## config.mk

```make
export PLATFORM = sky130hd
export DESIGN_NAME = pair_rank_score_flat
export DESIGN_NICKNAME = d
export VERILOG_FILES = /design/src/rtl/prs_pkg.sv /design/src/rtl/prs_sample_if.sv /design/src/rtl/prs_score_if.sv /design/src/rtl/prs_front.sv /design/src/rtl/prs_queue.sv /design/src/rtl/prs_back.sv /design/src/rtl/pair_rank_score.sv /design/src/flat_wrapper.sv
export SDC_FILE = /design/constraint.sdc
export NUM_CORES = 1
export LEC_CHECK = 0
export ABC_AREA = 0
export BUFFER_PORTS_ARGS = -buffer_cell sky130_fd_sc_hd__buf_2
export CORE_ASPECT_RATIO = 0.6
export CORE_MARGIN = 4
export CORE_UTILIZATION = 40
export DETAILED_ROUTE_END_ITERATION = 7
export GPL_TIMING_DRIVEN = 1
export PLACE_DENSITY = 0.63
export SYNTH_ARGS = -nofsm -noshare
export SYNTH_HDL_FRONTEND = slang
export SYNTH_SLANG_ARGS = --single-unit
export TNS_END_PERCENT = 1
```

## constraint.sdc

```tcl
create_clock -name clk -period 17 [get_ports clk]
set_input_delay 3.4 -clock clk [delete_from_list [all_inputs] [get_ports clk]]
set_output_delay 3.4 -clock clk [all_outputs]
set_load 0.1 [all_outputs]
```

## src/rtl/prs_pkg.sv

```systemverilog
`timescale 1ns / 1ps

package prs_pkg;

    localparam int VALUE_W  = 32;
    localparam int WEIGHT_W = 16;
    localparam int INDEX_W  = 10;
    localparam int SUM_W    = 28;
    localparam int SCORE_W  = 16;
    localparam int FRAC_SH  = 16;
    localparam int QUO_W    = SUM_W + FRAC_SH;
    localparam int DIV_STEPS = QUO_W;
    localparam int STEP_W   = $clog2(DIV_STEPS);
    localparam int CFG_IDX_W = 2;

    localparam logic [SUM_W-1:0]   SUM_MAX   = {SUM_W{1'b1}};
    localparam logic [SCORE_W-1:0] SCORE_MAX = {SCORE_W{1'b1}};

    typedef enum logic [CFG_IDX_W-1:0] {
        REG_WEIGHTED_MODE    = 2'd0,
        REG_CLASS_ONE_TOTAL  = 2'd1,
        REG_CLASS_ZERO_TOTAL = 2'd2,
        REG_PASS_THRESHOLD   = 2'd3
    } prs_reg_t;

    typedef struct packed {
        logic [SUM_W-1:0]   class_one_total;
        logic [SUM_W-1:0]   class_zero_total;
        logic [SCORE_W-1:0] pass_threshold;
    } prs_cfg_t;

    // one finished pair waiting for the divider
    typedef struct packed {
        logic [SUM_W-1:0]   one_sum;
        logic [SUM_W-1:0]   zero_sum;
        logic [INDEX_W-1:0] first_index;
        logic [INDEX_W-1:0] second_index;
    } prs_job_t;

    typedef struct packed {
        logic [SUM_W-1:0] rem;
        logic [QUO_W-1:0] quo;
    } prs_div_t;

    typedef enum logic [1:0] {
        B_IDLE   = 2'd0,
        B_DIV    = 2'd1,
        B_FINISH = 2'd2
    } prs_back_state_t;

endpackage

```

## src/rtl/prs_sample_if.sv

```systemverilog
`timescale 1ns / 1ps

interface prs_sample_if
    import prs_pkg::*;
();
    logic                       valid;
    logic                       ready;
    logic signed [VALUE_W-1:0]  first_value;
    logic signed [VALUE_W-1:0]  second_value;
    logic                       label;
    logic [WEIGHT_W-1:0]        weight;
    logic [INDEX_W-1:0]         first_index;
    logic [INDEX_W-1:0]         second_index;
    logic                       last_sample;

    modport source
    (
        output valid, first_value, second_value, label, weight,
               first_index, second_index, last_sample,
        input  ready
    );

    modport sink
    (
        input  valid, first_value, second_value, label, weight,
               first_index, second_index, last_sample,
        output ready
    );
endinterface

```

## src/rtl/prs_score_if.sv

```systemverilog
`timescale 1ns / 1ps

interface prs_score_if
    import prs_pkg::*;
();
    logic                 valid;
    logic                 ready;
    logic [SCORE_W-1:0]   pair_score;
    logic [INDEX_W-1:0]   lead_index;
    logic [INDEX_W-1:0]   trail_index;
    logic                 passes;

    modport source
    (
        output valid, pair_score, lead_index, trail_index, passes,
        input  ready
    );

    modport sink
    (
        input  valid, pair_score, lead_index, trail_index, passes,
        output ready
    );
endinterface

```

## src/rtl/prs_front.sv

```systemverilog
`timescale 1ns / 1ps

module prs_front
    import prs_pkg::*;
(
    input  logic                clk,
    input  logic                rst_n,
    prs_sample_if.sink          samples,
    input  logic                weighted_mode,
    input  logic                full,
    output logic                push,
    output prs_job_t            job
);

    logic [SUM_W-1:0] one_sum_reg, one_sum_next;
    logic [SUM_W-1:0] zero_sum_reg, zero_sum_next;
    logic             xfer;
    logic             below;
    logic [SUM_W-1:0] inc;
    logic [SUM_W:0]   one_add, zero_add;
    logic [SUM_W-1:0] one_acc, zero_acc;

    assign samples.ready = !full;
    assign xfer  = samples.valid && samples.ready;
    assign below = samples.first_value < samples.second_value;
    assign inc   = weighted_mode ? SUM_W'(samples.weight) : SUM_W'(1);

    always_comb
    begin
        one_add  = {1'b0, one_sum_reg} + {1'b0, inc};
        zero_add = {1'b0, zero_sum_reg} + {1'b0, inc};
        one_acc  = one_sum_reg;
        zero_acc = zero_sum_reg;
        if (below && samples.label)
        begin
            one_acc = one_add[SUM_W] ? SUM_MAX : one_add[SUM_W-1:0];
        end
        if (below && !samples.label)
        begin
            zero_acc = zero_add[SUM_W] ? SUM_MAX : zero_add[SUM_W-1:0];
        end
    end

    always_comb
    begin
        one_sum_next  = one_sum_reg;
        zero_sum_next = zero_sum_reg;
        if (xfer)
        begin
            one_sum_next  = samples.last_sample ? '0 : one_acc;
            zero_sum_next = samples.last_sample ? '0 : zero_acc;
        end
    end

    // the last sample counts itself before the pair is handed on
    assign push             = xfer && samples.last_sample;
    assign job.one_sum      = one_acc;
    assign job.zero_sum     = zero_acc;
    assign job.first_index  = samples.first_index;
    assign job.second_index = samples.second_index;

    always_ff @(posedge clk or negedge rst_n)
    begin
        if (!rst_n)
        begin
            one_sum_reg  <= '0;
            zero_sum_reg <= '0;
        end
        else
        begin
            one_sum_reg  <= one_sum_next;
            zero_sum_reg <= zero_sum_next;
        end
    end

    a_clear_after_last: assert property (@(posedge clk) disable iff (!rst_n)
        push |=> (one_sum_reg == '0 && zero_sum_reg == '0))
        else $error("pair sums not cleared after last sample");

endmodule

```

## src/rtl/prs_queue.sv

```systemverilog
`timescale 1ns / 1ps

module prs_queue
    import prs_pkg::*;
#(
    parameter int DEPTH = 2
)
(
    input  logic      clk,
    input  logic      rst_n,
    input  logic      push,
    input  prs_job_t  push_job,
    input  logic      pop,
    output prs_job_t  pop_job,
    output logic      full,
    output logic      empty
);

    localparam int PTR_W = (DEPTH > 1) ? $clog2(DEPTH) : 1;
    localparam int CNT_W = $clog2(DEPTH + 1);

    prs_job_t         entries_reg [DEPTH];
    logic [PTR_W-1:0] wr_ptr_reg, wr_ptr_next;
    logic [PTR_W-1:0] rd_ptr_reg, rd_ptr_next;
    logic [CNT_W-1:0] count_reg, count_next;

    assign full    = count_reg == CNT_W'(DEPTH);
    assign empty   = count_reg == '0;
    assign pop_job = entries_reg[rd_ptr_reg];

    always_comb
    begin
        wr_ptr_next = wr_ptr_reg;
        rd_ptr_next = rd_ptr_reg;
        count_next  = count_reg;
        if (push)
        begin
            wr_ptr_next = (wr_ptr_reg == PTR_W'(DEPTH - 1)) ? '0 : wr_ptr_reg + PTR_W'(1);
        end
        if (pop)
        begin
            rd_ptr_next = (rd_ptr_reg == PTR_W'(DEPTH - 1)) ? '0 : rd_ptr_reg + PTR_W'(1);
        end
        if (push && !pop)
        begin
            count_next = count_reg + CNT_W'(1);
        end
        else if (pop && !push)
        begin
            count_next = count_reg - CNT_W'(1);
        end
    end

    always_ff @(posedge clk)
    begin
        if (push)
        begin
            entries_reg[wr_ptr_reg] <= push_job;
        end
    end

    always_ff @(posedge clk or negedge rst_n)
    begin
        if (!rst_n)
        begin
            wr_ptr_reg <= '0;
            rd_ptr_reg <= '0;
            count_reg  <= '0;
        end
        else
        begin
            wr_ptr_reg <= wr_ptr_next;
            rd_ptr_reg <= rd_ptr_next;
            count_reg  <= count_next;
        end
    end

    a_no_overflow: assert property (@(posedge clk) disable iff (!rst_n)
        !(push && full))
        else $error("push into full queue");

    a_no_underflow: assert property (@(posedge clk) disable iff (!rst_n)
        !(pop && empty))
        else $error("pop from empty queue");

endmodule

```

## src/rtl/prs_back.sv

```systemverilog
`timescale 1ns / 1ps

module prs_back
    import prs_pkg::*;
(
    input  logic        clk,
    input  logic        rst_n,
    input  prs_cfg_t    cfg,
    input  logic        empty,
    input  prs_job_t    job,
    output logic        pop,
    prs_score_if.source scores
);

    prs_back_state_t    state_reg, state_next;
    logic [STEP_W-1:0]  step_reg, step_next;
    prs_div_t           div_one_reg, div_one_next;
    prs_div_t           div_zero_reg, div_zero_next;
    logic [INDEX_W-1:0] first_idx_reg, second_idx_reg;
    logic               out_valid_reg, out_valid_next;
    logic [SCORE_W-1:0] score_reg;
    logic [INDEX_W-1:0] lead_reg, trail_reg;
    logic               passes_reg;

    logic               start, stepping, load;
    logic [QUO_W-1:0]   frac_one, frac_zero, diff;
    logic               keep_order;
    logic [SCORE_W-1:0] score;

    // one restoring step: shift in the next dividend bit, subtract if it fits
    function automatic prs_div_t div_step(prs_div_t cur, logic [SUM_W-1:0] divisor);
        logic [SUM_W:0] shifted;
        logic [SUM_W:0] trial;
        prs_div_t       res;
        shifted  = {cur.rem, cur.quo[QUO_W-1]};
        trial    = shifted - {1'b0, divisor};
        res.rem  = trial[SUM_W] ? shifted[SUM_W-1:0] : trial[SUM_W-1:0];
        res.quo  = {cur.quo[QUO_W-2:0], !trial[SUM_W]};
        return res;
    endfunction

    always_comb
    begin
        state_next = state_reg;
        unique case (state_reg)
            B_IDLE:
            begin
                if (!empty)
                begin
                    state_next = B_DIV;
                end
            end
            B_DIV:
            begin
                if (step_reg == STEP_W'(DIV_STEPS - 1))
                begin
                    state_next = B_FINISH;
                end
            end
            B_FINISH:
            begin
                if (!out_valid_reg || scores.ready)
                begin
                    state_next = B_IDLE;
                end
            end
            default:
            begin
                state_next = B_IDLE;
            end
        endcase
    end

    always_comb
    begin
        start    = 1'b0;
        stepping = 1'b0;
        load     = 1'b0;
        unique case (state_reg)
            B_IDLE:   start    = !empty;
            B_DIV:    stepping = 1'b1;
            B_FINISH: load     = !out_valid_reg || scores.ready;
            default:  start    = 1'b0;
        endcase
    end

    assign pop = start;

    always_comb
    begin
        step_next     = step_reg;
        div_one_next  = div_one_reg;
        div_zero_next = div_zero_reg;
        if (start)
        begin
            step_next         = '0;
            div_one_next.rem  = '0;
            div_one_next.quo  = {job.one_sum, FRAC_SH'(0)};
            div_zero_next.rem = '0;
            div_zero_next.quo = {job.zero_sum, FRAC_SH'(0)};
        end
        else if (stepping)
        begin
            step_next     = step_reg + STEP_W'(1);
            div_one_next  = div_step(div_one_reg, cfg.class_one_total);
            div_zero_next = div_step(div_zero_reg, cfg.class_zero_total);
        end
    end

    // zero total gives a zero fraction
    always_comb
    begin
        frac_one   = (cfg.class_one_total == '0) ? '0 : div_one_reg.quo;
        frac_zero  = (cfg.class_zero_total == '0) ? '0 : div_zero_reg.quo;
        keep_order = frac_one >= frac_zero;
        diff       = keep_order ? frac_one - frac_zero : frac_zero - frac_one;
        score      = (|diff[QUO_W-1:SCORE_W]) ? SCORE_MAX : diff[SCORE_W-1:0];
    end

    always_comb
    begin
        out_valid_next = out_valid_reg;
        if (load)
        begin
            out_valid_next = 1'b1;
        end
        else if (scores.ready)
        begin
            out_valid_next = 1'b0;
        end
    end

    always_ff @(posedge clk)
    begin
        div_one_reg  <= div_one_next;
        div_zero_reg <= div_zero_next;
        if (start)
        begin
            first_idx_reg  <= job.first_index;
            second_idx_reg <= job.second_index;
        end
        if (load)
        begin
            score_reg  <= score;
            lead_reg   <= keep_order ? first_idx_reg : second_idx_reg;
            trail_reg  <= keep_order ? second_idx_reg : first_idx_reg;
            passes_reg <= score >= cfg.pass_threshold;
        end
    end

    always_ff @(posedge clk or negedge rst_n)
    begin
        if (!rst_n)
        begin
            state_reg     <= B_IDLE;
            step_reg      <= '0;
            out_valid_reg <= 1'b0;
        end
        else
        begin
            state_reg     <= state_next;
            step_reg      <= step_next;
            out_valid_reg <= out_valid_next;
        end
    end

    assign scores.valid       = out_valid_reg;
    assign scores.pair_score  = score_reg;
    assign scores.lead_index  = lead_reg;
    assign scores.trail_index = trail_reg;
    assign scores.passes      = passes_reg;

    a_result_from_finish: assert property (@(posedge clk) disable iff (!rst_n)
        $rose(out_valid_reg) |-> $past(state_reg) == B_FINISH)
        else $error("result raised outside finish state");

    a_pop_only_idle: assert property (@(posedge clk) disable iff (!rst_n)
        pop |=> state_reg == B_DIV && step_reg == '0)
        else $error("divider did not start on pop");

endmodule

```

## src/rtl/pair_rank_score.sv

```systemverilog
`timescale 1ns / 1ps

// Scores one feature pair for a top-scoring-pair classifier. Samples stream in
// on "samples", one per clock while the pair queue has room; each sample where
// first_value < second_value (signed) adds the weight (weighted mode) or 1 to
// its class sum, saturating at 2^28-1. The sample with last_sample set closes
// the pair: both sums go into a queue of QUEUE_DEPTH pairs and the sums restart
// at zero in the same cycle. Behind the queue a pair of restoring dividers,
// one quotient bit per cycle, form floor(sum * 65536 / total) for each class;
// a pair's result goes through a load, 44 divide steps and a finish state that
// waits until the previous result is taken; the divider takes no new pair
// until it finishes, while samples keep flowing at one per cycle until the
// queue fills. The result gives |frac1 - frac0| saturated to 65535, the pair
// indices of the last sample (swapped when the class-zero fraction is larger)
// and passes = score >= pass threshold. A zero total makes that fraction zero.
// Registers on cfg_index: 0 weighted_mode, 1 class_one_total,
// 2 class_zero_total, 3 pass threshold; write them only while the block is idle.
module pair_rank_score
    import prs_pkg::*;
#(
    parameter int QUEUE_DEPTH = 2
)
(
    input  logic                 clk,
    input  logic                 rst_n,
    input  logic                 cfg_we,
    input  logic [CFG_IDX_W-1:0] cfg_index,
    input  logic [SUM_W-1:0]     cfg_data,
    prs_sample_if.sink           samples,
    prs_score_if.source          scores
);

    logic               weighted_mode_reg;
    logic [SUM_W-1:0]   one_total_reg;
    logic [SUM_W-1:0]   zero_total_reg;
    logic [SCORE_W-1:0] threshold_reg;

    prs_cfg_t cfg;
    prs_job_t push_job, pop_job;
    logic     push, pop, full, empty;

    always_ff @(posedge clk or negedge rst_n)
    begin
        if (!rst_n)
        begin
            weighted_mode_reg <= 1'b0;
            one_total_reg     <= SUM_W'(1);
            zero_total_reg    <= SUM_W'(1);
            threshold_reg     <= '0;
        end
        else if (cfg_we)
        begin
            unique case (cfg_index)
                REG_WEIGHTED_MODE:    weighted_mode_reg <= cfg_data[0];
                REG_CLASS_ONE_TOTAL:  one_total_reg     <= cfg_data;
                REG_CLASS_ZERO_TOTAL: zero_total_reg    <= cfg_data;
                REG_PASS_THRESHOLD:   threshold_reg     <= cfg_data[SCORE_W-1:0];
                default:              threshold_reg     <= threshold_reg;
            endcase
        end
    end

    assign cfg.class_one_total  = one_total_reg;
    assign cfg.class_zero_total = zero_total_reg;
    assign cfg.pass_threshold   = threshold_reg;

    prs_front u_front
    (
        .clk           (clk),
        .rst_n         (rst_n),
        .samples       (samples),
        .weighted_mode (weighted_mode_reg),
        .full          (full),
        .push          (push),
        .job           (push_job)
    );

    prs_queue #(
        .DEPTH (QUEUE_DEPTH)
    ) u_queue
    (
        .clk      (clk),
        .rst_n    (rst_n),
        .push     (push),
        .push_job (push_job),
        .pop      (pop),
        .pop_job  (pop_job),
        .full     (full),
        .empty    (empty)
    );

    prs_back u_back
    (
        .clk    (clk),
        .rst_n  (rst_n),
        .cfg    (cfg),
        .empty  (empty),
        .job    (pop_job),
        .pop    (pop),
        .scores (scores)
    );

endmodule

```

## src/flat_wrapper.sv

```systemverilog
// flat-port wrapper written by rule: the top's interface ports become plain ports
module pair_rank_score_flat import prs_pkg::*;
#(
    parameter int QUEUE_DEPTH = 2
)
  (clk, rst_n, cfg_we, cfg_index, cfg_data, samples_valid, samples_first_value, samples_second_value, samples_label, samples_weight, samples_first_index, samples_second_index, samples_last_sample, samples_ready, scores_valid, scores_pair_score, scores_lead_index, scores_trail_index, scores_passes, scores_ready);
  prs_sample_if samples_i ();
  prs_score_if scores_i ();
  input  logic clk;
  input  logic rst_n;
  input  logic cfg_we;
  input  logic [CFG_IDX_W-1:0] cfg_index;
  input  logic [SUM_W-1:0] cfg_data;
  input wire logic [$bits(samples_i.valid)-1:0] samples_valid;
  input wire logic [$bits(samples_i.first_value)-1:0] samples_first_value;
  input wire logic [$bits(samples_i.second_value)-1:0] samples_second_value;
  input wire logic [$bits(samples_i.label)-1:0] samples_label;
  input wire logic [$bits(samples_i.weight)-1:0] samples_weight;
  input wire logic [$bits(samples_i.first_index)-1:0] samples_first_index;
  input wire logic [$bits(samples_i.second_index)-1:0] samples_second_index;
  input wire logic [$bits(samples_i.last_sample)-1:0] samples_last_sample;
  output wire logic [$bits(samples_i.ready)-1:0] samples_ready;
  output wire logic [$bits(scores_i.valid)-1:0] scores_valid;
  output wire logic [$bits(scores_i.pair_score)-1:0] scores_pair_score;
  output wire logic [$bits(scores_i.lead_index)-1:0] scores_lead_index;
  output wire logic [$bits(scores_i.trail_index)-1:0] scores_trail_index;
  output wire logic [$bits(scores_i.passes)-1:0] scores_passes;
  input wire logic [$bits(scores_i.ready)-1:0] scores_ready;
  assign samples_i.valid = samples_valid;
  assign samples_i.first_value = samples_first_value;
  assign samples_i.second_value = samples_second_value;
  assign samples_i.label = samples_label;
  assign samples_i.weight = samples_weight;
  assign samples_i.first_index = samples_first_index;
  assign samples_i.second_index = samples_second_index;
  assign samples_i.last_sample = samples_last_sample;
  assign samples_ready = samples_i.ready;
  assign scores_valid = scores_i.valid;
  assign scores_pair_score = scores_i.pair_score;
  assign scores_lead_index = scores_i.lead_index;
  assign scores_trail_index = scores_i.trail_index;
  assign scores_passes = scores_i.passes;
  assign scores_i.ready = scores_ready;
  pair_rank_score #(.QUEUE_DEPTH(QUEUE_DEPTH)) u_core (.clk(clk), .rst_n(rst_n), .cfg_we(cfg_we), .cfg_index(cfg_index), .cfg_data(cfg_data), .samples(samples_i), .scores(scores_i));
endmodule
```

# Yosys cells after proc, flatten, opt, wreduce, memory -nomap -nowiden
# Memories as Yosys holds them, arrays and structs flattened.
# Cells that the tools add are included.
# totals
regBits,343
latch_bits,0
mem_bits_rw,152
mem_bits_ro,0
in_bits,137
out_inout_bits,39
word_cells,114
n_memories,1
# mem_list
memory,depth,word_bits,rd,rd_ports_with_merged_regs,write_ports,line_no,rtl
u_core.u_queue.entries_reg,2,76,1,0,1,prs_queue.sv:22,prs_job_t entries_reg [DEPTH];
# op_classes
addsub,11
mul,0
n_div,0
n_lt_le_gt_ge,3
n_eq_ne,10
n_shift,0
n_mux,36
bitwise,0
reduce_logical,29
# op_table
operator,count
two-way mux 44 bit,7
two-way mux 28 bit,8
subtractor 44 bit,2
adder 28 x 16 -> 29 bit,2
subtractor 29 x 28 -> 29 bit,2
logical NOT 28 bit,2
greater-or-equal comparator 44 bit,1
less-than comparator 32 bit,1
two-way mux 16 bit,2
OR reduction 28 bit,1
two-way mux 10 bit,2
greater-or-equal comparator 16 bit,1
two-way mux 6 bit,2
two-way mux 2 bit,5
two-way mux 1 bit,9
"equality test 2 bit, second input constant",4
logical NOT 1 bit,8
AND reduction 2 bit,4
"adder 6 x 1 -> 6 bit, second input constant",1
"equality test 6 bit, second input constant",1
logical AND 1 bit,6
logical NOT 2 bit,3
"inequality test 2 bit, second input constant",3
case mux 2 bit (3 select lines),1
other kinds (7),11

# Depth between registers and ports, before layout
# Gate-level depths: netlist (run 1).
# logic_depth
word_depth,8
ltp_mapped,33
ltp_nobuf,31

# Cells and area by module
# A second synthesis (run 1) with hierarchy kept.
# unflattened
hier_cells,3561
area_unflattened_um2,33802.4
# modules_own_cells
module,instances,cells_each,area_each_um2,seq_area_each_um2
prs_back,1,2125,17660.7,5380.2
prs_front,1,1026,7387.1,1401.3
prs_queue,1,253,5806.8,4664.5
pair_rank_score,1,157,2947.8,1829.3

# Least setup slack after synthesis (run 1)
# OpenSTA, ideal clock, no wires.
# synth_path
path_kind,input to register
from,in samples_valid
to,"mem u_core.u_queue.entries_reg[0][0] in the netlist's numbering, enable pin"
setup_ns,0.511
t_arrival_ns,7.163
required_time_ns,16.489
setup_slack_ns,9.325
path_stages,4
n_path_buf,1
cell_sequence,and2_0 -> nand2_1 -> clkbuf_1 -> nor2_1
# synth_via
elab_chain_cells,4
# synth_rtl
element,line_no,rtl
"start, declared",flat_wrapper.sv:14,input wire logic [$bits(samples_i.valid)-1:0] samples_valid;
logical AND 1 bit,prs_front.sv:24,assign xfer = samples.valid && samples.ready;
logical AND 1 bit,prs_front.sv:56,assign push = xfer && samples.last_sample;
two-way mux 1 bit,prs_queue.sv:56,if (push)
two-way mux 1 bit (implied by the code),prs_queue.sv:58,entries_reg[wr_ptr_reg] <= push_job;
"end, declared",prs_queue.sv:22,
# No other way between the ends.

# Worst setup path in the final report (run 1)
# layout_path
from,reg u_core.one_total_reg[7]
to,"reg u_core.u_back.passes_reg, in the netlist u_core.u_back.scores.passes, data pin"
# layout_via
elab_chain_cells,7
elab_cells_between_ends,9
classes_between,2 x add/sub; 2 x order compare; 3 x mux; 2 x reduce/logical
# layout_rtl
element,line_no,rtl
"start, declared",pair_rank_score.sv:34,logic [SUM_W-1:0] one_total_reg;
"start signal, assigned",pair_rank_score.sv:55,REG_CLASS_ONE_TOTAL: one_total_reg <= cfg_data;
logical NOT 28 bit (*),prs_back.sv:113,frac_one = (cfg.class_one_total == '0) ? '0 : div_one_reg.quo;
two-way mux 44 bit (*),prs_back.sv:113,
subtractor 44 bit or greater-or-equal comparator 44 bit (tied branches),"prs_back.sv:116, prs_back.sv:115",
two-way mux 44 bit (*),prs_back.sv:116,diff = keep_order ? frac_one - frac_zero : frac_zero - frac_one;
OR reduction 28 bit,prs_back.sv:117,score = (|diff[QUO_W-1:SCORE_W]) ? SCORE_MAX : diff[SCORE_W-1:0];
two-way mux 16 bit (*),prs_back.sv:117,
greater-or-equal comparator 16 bit (*),prs_back.sv:147,passes_reg <= score >= cfg.pass_threshold;
"end signal, assigned",prs_back.sv:147,
"end, declared",prs_back.sv:23,logic passes_reg;
# Mark *: on every way between the ends. The rest lies on a longest branch, timed or not.
# A chain may end at the register's enable or synchronous reset.

==> summary.txt, run 1 <==
FLOORPLANNING
-----------------------------------------------------------------------------------------
Vertical die dimension .....................................................     223.8 µm
Die Span X .................................................................     367.7 µm
Core Rows ..................................................................           78
Core area ..................................................................   76,220 µm²
Floorplan die area .........................................................   82,290 µm²
Starting utilization of the core area ......................................       40.73%
# IOs ......................................................................          176

CLOCK NETWORK
-----------------------------------------------------------------------------------------
H-Tree Level Count .........................................................            2
Hold Buf Count CTS .........................................................            0
Bufs on Longest Clock Path .................................................            3
Inserted Clock Buffers .....................................................           49
Clock latency reported for the late side of the worst-skew pair ............       610 ps
Setup Buffers After CTS ....................................................            0
Resized Gates After CTS ....................................................            0
Number of clock sinks ......................................................          495
Clock slew at the register clock pins of the worst setup and hold paths ....        70 ps
Buffer cell driving the clock tree root ....................................    clkbuf_16
TritonCTS clock tree .......................................................        built

CRITICAL PATH
-----------------------------------------------------------------------------------------
Crit-path slowest cell .....................................................     a211oi_4
Worst setup path endpoint .................................................. u_core.u_back.scores.passes$_DFFE_PP_
Required time at the endpoint of the critical path .........................    17,360 ps
Depth of the most critical reg-to-reg path .................................           31
Setup slack of the most critical reg-to-reg path ...........................      8480 ps
Startpoint Class ...........................................................    flip-flop
Slowest stage delay, CP ....................................................       670 ps
Worst endpoint data arrival time ...........................................      8870 ps
Critical R2R Launch ........................................................ u_core.one_total_reg[7]$_DFFE_PN0P_
Maximum net fanout on the critical path ....................................           44
Most repeated library cell on the critical path ............................       a21o_1
Class of the most critical setup path ...................................... flip-flop to flip-flop
Reg-to-reg endpoint ........................................................ u_core.u_back.scores.passes$_DFFE_PP_
CP Launch Point ............................................................ u_core.one_total_reg[7]$_DFFE_PN0P_
Element type at the critical path end ......................................    flip-flop

GRT
-----------------------------------------------------------------------------------------
Number of global-route vias before repair ..................................       22,560
Residual overflow from global routing ......................................            0
Total track usage ..........................................................       20.31%
First-pass GRT wire length .................................................   134,000 µm
Largest net degree at the start of global routing ..........................           83
Antenna violations before repair ...........................................            3

TIMING
-----------------------------------------------------------------------------------------
Worst clock skew on the final layout .......................................     25.33 ps
Transition at the pin with the smallest max-transition slack ...............     972.1 ps
Fin crit period ............................................................      8518 ps
Fin worst setup slack ......................................................      8482 ps
Setup violation total in the final timing report ...........................            0
Count of final hold-check violations .......................................            0
Tightest slew margin relative to the limit .................................       34.51%
Sum Neg Setup Slack ........................................................         0 ps
Highest attainable clock frequency .........................................   0.1174 GHz
Final cycle utilization of the critical path ...............................       50.10%
Number of slew-limit violations in the final report ........................            0
Unrepaired setup endpoints after global routing ............................        false

ROUTING
-----------------------------------------------------------------------------------------
Total length of routed met2 wires ..........................................    30,180 µm
Routed Antenna Nets ........................................................            0
Pre-Repair DR Iteration Count ..............................................            5
Routed metal-1 wire length .................................................    47,130 µm
Vias per Instance ..........................................................        5.512
Routed wire length .........................................................    85,900 µm
Detailed-routed wire length on met3 ........................................      7860 µm
Vias .......................................................................       24,570
Highest layer used for signal routing ......................................         met4
Iteration-0 DRC Markers ....................................................        2,518
DRC violation count after routing ..........................................            0
Routed wirelength normalized by instance count .............................     19.27 µm

LOGIC SYNTHESIS
-----------------------------------------------------------------------------------------
Netlist cell types .........................................................           94
Mapped Area ................................................................   31,050 µm²
Post-synthesis register bit count ..........................................          495
Synth Flop Type ............................................................     edfxtp_1
Seq/Total Area, Yosys ......................................................       42.76%
Yosys warning total ........................................................            0
Average cell area after synthesis ..........................................    9.489 µm²
Proportion of register bits with asynchronous set or reset after synthesis .       28.69%
Mapped Nets ................................................................        3,639
Post-Synthesis Cells .......................................................        3,272
Number of flops mapped to enable cells by yosys ............................          265

PWR
-----------------------------------------------------------------------------------------
Largest voltage drop on the vdd net ........................................    0.1040 mV
Pwr per Cell Area .......................................................... 214.6 nW/µm²
Leak .......................................................................     15.12 nW

MIN PATH
-----------------------------------------------------------------------------------------
Class of the tightest hold or removal check ................................ flip-flop to flip-flop

OUTCOME
-----------------------------------------------------------------------------------------
Result of the run .......................................................... finished clean

FINISH
-----------------------------------------------------------------------------------------
Antenna diode instance count ...............................................            0
Area overhead of the layout relative to synthesis ..........................       11.27%
Largest register FFs .......................................................          152
Layout cells sized above 1 .................................................       13.34%
Total Nets Final ...........................................................        3,746

PLACEMENT
-----------------------------------------------------------------------------------------
Half-perimeter wire length after detailed placement ........................    63,740 µm
Worst Setup Slack post-DPL .................................................      8638 ps
Count of buffers inserted at the top-level ports ...........................          175
Final weighted congestion in routability-driven placement ..................       0.9538

JOB
-----------------------------------------------------------------------------------------
Max-capacitance violation count ............................................            0

[worst min-delay path by stage]
stage	startpoint	to	slack [ps]	depth (start not counted)
6_report	u_core.u_back.div_one_reg[14]$_SDFFE_PP0P_	u_core.u_back.div_one_reg[14]$_SDFFE_PP0P_	480	2
5_1_grt	u_core.u_back.div_zero_reg[14]$_SDFFE_PP0P_	u_core.u_back.div_zero_reg[15]$_SDFFE_PP0P_	500	2
4_1_cts	u_core.u_back.div_one_reg[13]$_SDFFE_PP0P_	u_core.u_back.div_one_reg[13]$_SDFFE_PP0P_	480	2
3_5_place_dp	u_core.u_back.div_zero_reg[8]$_SDFFE_PP0P_	u_core.u_back.div_zero_reg[8]$_SDFFE_PP0P_	470	2
3_3_place_gp	u_core.u_back.div_zero_reg[10]$_SDFFE_PP0P_	u_core.u_back.div_zero_reg[10]$_SDFFE_PP0P_	460	2
2_1_floorplan	u_core.u_back.div_zero_reg[0]$_SDFFE_PP0P_	u_core.u_back.div_zero_reg[0]$_SDFFE_PP0P_	440	2
[logic make-up (layout without fill, tap and decap cells)]
kind of cell             count (synthesis)  in the layout  share of synthesized area (%)
AND/OR/NAND/NOR                        947            947                          14.42
AO/OA/AOI/OAI                          881            881                          18.00
flip-flops                             495            495                          42.76
buffers and inverters                  397            543                          5.070
adder cells (fa/ha/maj)                230            230                          9.414
multiplexers                           200            200                          6.895
XOR/XNOR                               122            122                          3.442
[cells in the final DEF, fill, tap and decap left out, drive strengths merged, types with 22 or more instances in the layout]
master  count
edfxtp    265
o21a       32
nand2     421
mux2i      98
buf       203
inv       258
nand4      55
a21o       69
o21ai     274
xnor2      77
mux2      101
nand2b     31
nor2b      22
and2       67
ha        224
nor2      149
o21bai     33
and3       32
dfxtp      88
xor2       45
clkbuf     61
dfrtp     140
nand3      56
a211oi     23
nor3       35
a21oi     252
[cells in the mapped netlist, types with 14 or more instances]
cell | instances | area share, %
xor2_1 | 45 | 1.3
xnor2_1 | 77 | 2.2
o21a_1 | 32 | 0.77
buf_2 | 25 | 0.40
mux2i_1 | 98 | 3.2
o211ai_1 | 14 | 0.34
or3_1 | 18 | 0.36
nand2_1 | 419 | 5.1
mux2_2 | 101 | 3.7
dfxtp_1 | 88 | 5.7
and2_1 | 63 | 1.3
o21bai_1 | 33 | 0.80
nor4_1 | 21 | 0.42
nand3_1 | 56 | 0.90
nand4_1 | 55 | 1.1
a211oi_1 | 22 | 0.53
nor2_1 | 149 | 1.8
o221a_2 | 15 | 0.54
nand2b_1 | 31 | 0.62
o22a_1 | 16 | 0.45
a21o_1 | 68 | 1.6
a21oi_1 | 248 | 4.0
nor3_1 | 35 | 0.56
dfrtp_1 | 140 | 11
a31oi_1 | 21 | 0.42
clkbuf_1 | 102 | 1.2
nor2b_1 | 22 | 0.44
and3_1 | 30 | 0.60
edfxtp_1 | 265 | 26
inv_1 | 250 | 3.0
o21ai_0 | 269 | 4.3
ha_1 | 224 | 9.0
[worst max-delay path: cells and delay by family (launching register included)]
| kind | cells | cell delay [ps] |
|---|---|---|
| DFF | 1 | 400 |
| AOI/OAI and AO/OA | 17 | 3980 |
| muxes | 1 | 560 |
| and+or+nand+nor | 8 | 2100 |
| buffers and inverters | 2 | 390 |
| adders and majority gates | 3 | 790 |
[where the power goes]
part	leakage (nW)	switching [mW]	internal (mW)
clock	0.814	0.502	0.637
sequential	5.03	0.246	1.67
combinational	9.28	2.72	1.63
[layer usage]
layer | global-route usage (%) | vias to the layer above
met5 | 0 | -
met2 | 24.43 | 848
met4 | 2.707 | 0
met3 | 5.196 | 57
li1 | - | 11980
met1 | 35.17 | 11690
[cell type report]
type                       instances  area, µm²
fill                            7276      41680
multi-input combinational       2380      16270
sequential                       495      13280
clock buffer                      61       1355
tap                             1040       1301
timing repair buffer             203       1092
inverter                         250      938.4
clock inverter                    29      312.8
[metrics by stage]
step           power (mW)  instances  utilization (%)  area [µm²]  hold slack, ps
3_5_place_dp        6.171       4368            43.14       32880           465.7
6_report            7.415       4458            45.32       34550           475.4
3_3_place_gp        6.182       4368            43.14       32880           457.3
2_1_floorplan       5.091       3272                -       31050           435.9
4_1_cts             7.346       4458            45.32       34550           475.2
5_1_grt             7.976       4458            45.32       34550           496.3
Power figures use the tool's default switching activity.
==> run 2, diff against run 1 <==
Settings changed: PLACE_DENSITY 0.63 to 0.65.
Clock period 17 ns to 6.8 ns, I/O delays scaled along.
==> run 2 against run 1 <==
Net effect: the flow now finishes with violations (setup timing); worst hold slack worse by 0.59 ps; combinational power rose to 3.3 times the previous value; clock skew up 5.6 ps; largest cell class unchanged; critical path depth unchanged.
==> summary.txt, run 2 (synthesis results as in run 1) <==
GRT
--------------------------------------------------------------------------------------
Total track usage .......................................................       21.49%
Largest net degree at the start of global routing .......................           76
First-pass GRT wire length ..............................................   141,600 µm
Antenna violations before repair ........................................            3
Number of global-route vias before repair ...............................       24,750
Residual overflow from global routing ...................................            0

ROUTING
--------------------------------------------------------------------------------------
Vias ....................................................................       26,670
Routed wire length ......................................................    92,290 µm
Routed Antenna Nets .....................................................            0
DRC violation count after routing .......................................            0
Pre-Repair DR Iteration Count ...........................................            6
Vias per Instance .......................................................        5.465
Routed wirelength normalized by instance count ..........................     18.91 µm
Iteration-0 DRC Markers .................................................        2,808

CLOCK NETWORK
--------------------------------------------------------------------------------------
Clock latency reported for the late side of the worst-skew pair .........       620 ps
Buffer cell driving the clock tree root .................................    clkbuf_16
Number of clock sinks ...................................................          495
TritonCTS clock tree ....................................................        built
Bufs on Longest Clock Path ..............................................            3
Hold Buf Count CTS ......................................................            0
H-Tree Level Count ......................................................            2
Clock slew at the register clock pins of the worst setup and hold paths .        70 ps
Inserted Clock Buffers ..................................................           49

TIMING
--------------------------------------------------------------------------------------
Setup violation total in the final timing report ........................            1
Tightest slew margin relative to the limit ..............................       38.95%
Transition at the pin with the smallest max-transition slack ............     913.8 ps
Fin crit period .........................................................      6954 ps
Highest attainable clock frequency ......................................   0.1438 GHz
Final cycle utilization of the critical path ............................       102.3%
Worst clock skew on the final layout ....................................     30.88 ps
Worst Hold Margin .......................................................     474.8 ps
Fin worst setup slack ...................................................    -154.1 ps
Number of slew-limit violations in the final report .....................            0
Unrepaired setup endpoints after global routing .........................         true
Count of final hold-check violations ....................................            0

FINISH
--------------------------------------------------------------------------------------
Layout cells sized above 1 ..............................................       26.74%
Storage element area ....................................................   13,280 µm²
Multi-input gate area in the final layout ...............................   17,200 µm²
Largest register FFs ....................................................          152
Antenna diode instance count ............................................            0
Area overhead of the layout relative to synthesis .......................       25.34%
Most common library cell in the layout ignoring fill and taps ...........        buf_4
Commonest cells after routing, fill and taps aside ...................... buf_4 (430), nand2_1 (401), edfxtp_1 (265), o21ai_0 (254), inv_1 (244)
Total Nets Final ........................................................        4,168
Filler cell count in the final layout ...................................        6,883

FLOORPLANNING
--------------------------------------------------------------------------------------
# IOs ...................................................................          176
Die Span X ..............................................................     367.7 µm
Floorplan die area ......................................................   82,290 µm²
Starting utilization of the core area ...................................       40.73%
Vertical die dimension ..................................................     223.8 µm
Core area ...............................................................   76,220 µm²
Core Rows ...............................................................           78

CRITICAL PATH
--------------------------------------------------------------------------------------
Maximum net fanout on the critical path .................................           12
Depth of the most critical reg-to-reg path ..............................           31
Reg-to-reg endpoint ..................................................... u_core.u_back.scores.passes$_DFFE_PP_
Worst path top cell family by delay ..................................... compound AO/OA/AOI/OAI gates
Worst endpoint data arrival time ........................................      7300 ps
Crit-path slowest cell ..................................................       or4b_4
Crit path buffers/inverters .............................................            4
Critical R2R Launch ..................................................... u_core.one_total_reg[2]$_DFFE_PN0P_
Class of the most critical setup path ................................... flip-flop to flip-flop
Startpoint Class ........................................................    flip-flop
Number of gates on the worst path with buffers counted ..................           31
Required time at the endpoint of the critical path ......................      7150 ps
Most repeated library cell on the critical path .........................       a21o_1
Slowest stage delay, CP .................................................       540 ps
Setup slack of the most critical reg-to-reg path ........................      -150 ps
Element type at the critical path end ...................................    flip-flop
CP Launch Point ......................................................... u_core.one_total_reg[2]$_DFFE_PN0P_

PLACEMENT
--------------------------------------------------------------------------------------
Worst Setup Slack post-DPL ..............................................    -748.1 ps
Count of buffers inserted at the top-level ports ........................          175
Half-perimeter wire length after detailed placement .....................    68,690 µm
Final weighted congestion in routability-driven placement ...............       0.9705

OUTCOME
--------------------------------------------------------------------------------------
Violated checks ......................................................... setup timing
Result of the run ....................................................... complete, but fails checks

MIN PATH
--------------------------------------------------------------------------------------
Number of stages on the worst hold path .................................            2
Class of the tightest hold or removal check ............................. flip-flop to flip-flop
Launch instance of the worst min-delay path ............................. u_core.u_back.div_zero_reg[12]$_SDFFE_PP0P_
Worst min-delay path endpoint ........................................... u_core.u_back.div_zero_reg[13]$_SDFFE_PP0P_

PWR
--------------------------------------------------------------------------------------
Largest voltage drop on the vdd net .....................................    0.2588 mV
Pwr per Cell Area ....................................................... 574.6 nW/µm²
Leak ....................................................................     17.40 nW

JOB
--------------------------------------------------------------------------------------
Max-capacitance violation count .........................................            0

==> run 2: cell count changes in the layout (fill, tap and decap cells not counted), sizes merged <==
cell and delta:
inv -6, clkbuf +10, clkinvlp -3, bufinv +3
buf +419
==> run 2: worst reg2reg max path, delay by kind of cell, from the launching register on <==
| kind | cells | cell delay (ps) |
|---|---|---|
| AND/OR/NAND/NOR | 10 | 2440 |
| multiplexers | 1 | 210 |
| AO/OA/AOI/OAI | 14 | 2580 |
| buffers and inverters | 4 | 540 |
| flip-flops | 1 | 390 |
| adder cells (fa/ha/maj) | 2 | 520 |
==> run 2: report_power, final <==
part | total, mW | internal, mW | switching [mW]
registers | 4.81 | 4.18 | 0.632
clock network | 2.99 | 1.76 | 1.22
logic | 14.6 | 6.55 | 8.01
total | 22.4 | 12.5 | 9.86
==> run 2: layout make-up <==
class | count | share of cell area, %
clock inverter | 23 | 0.8488
tap | 1040 | 3.344
inverter | 250 | 2.411
sequential | 495 | 34.12
multi-input combinational | 2380 | 44.19
clock buffer | 68 | 3.714
timing repair buffer | 625 | 11.37
==> run 2: layer usage <==
metal  share of wire [%]  GRT usage (%)  up-vias
li1                    -              -    12820
met1                  52          35.75    12750
met2                  37          27.15     1047
met3                  10          5.728       63
met4                 1.2          3.486        0
met5                   0              0        -
==> run 2: stage by stage <==
| step | power (mW) | util [%] | instance area [µm²] | std cells | TNS [ps] |
|---|---|---|---|---|---|
| CTS | 21.42 | 50.08 | 38170 | 4859 | -88.73 |
| global route | 23.83 | 51.06 | 38910 | 4881 | -317.3 |
| global placement | 17.76 | 46.93 | 35770 | 4750 | -537.8 |
| detailed placement | 17.89 | 46.93 | 35770 | 4750 | -748.1 |
| finish | 22.36 | 51.06 | 38910 | 4881 | -154.1 |
| floorplan | 12.73 | - | 31050 | 3272 | 0 |
==> run 2: worst max path at each step <==
stage	slack [ps]	end
4_1_cts	-90	u_core.u_back.scores.passes$_DFFE_PP_
3_3_place_gp	-540	u_core.u_back.scores.passes$_DFFE_PP_
5_1_grt	-320	u_core.u_back.scores.passes$_DFFE_PP_
3_5_place_dp	-750	u_core.u_back.scores.passes$_DFFE_PP_
6_report	-150	u_core.u_back.scores.passes$_DFFE_PP_
2_1_floorplan	30	u_core.u_back.scores.passes$_DFFE_PP_
==> run 2: timing repair <==
item                       4_1_cts  5_1_grt
setup endpoints to repair        1        1
cloned                           2        4
buffers inserted                17       20
pin swaps                       47       63
gates resized for setup         98      122
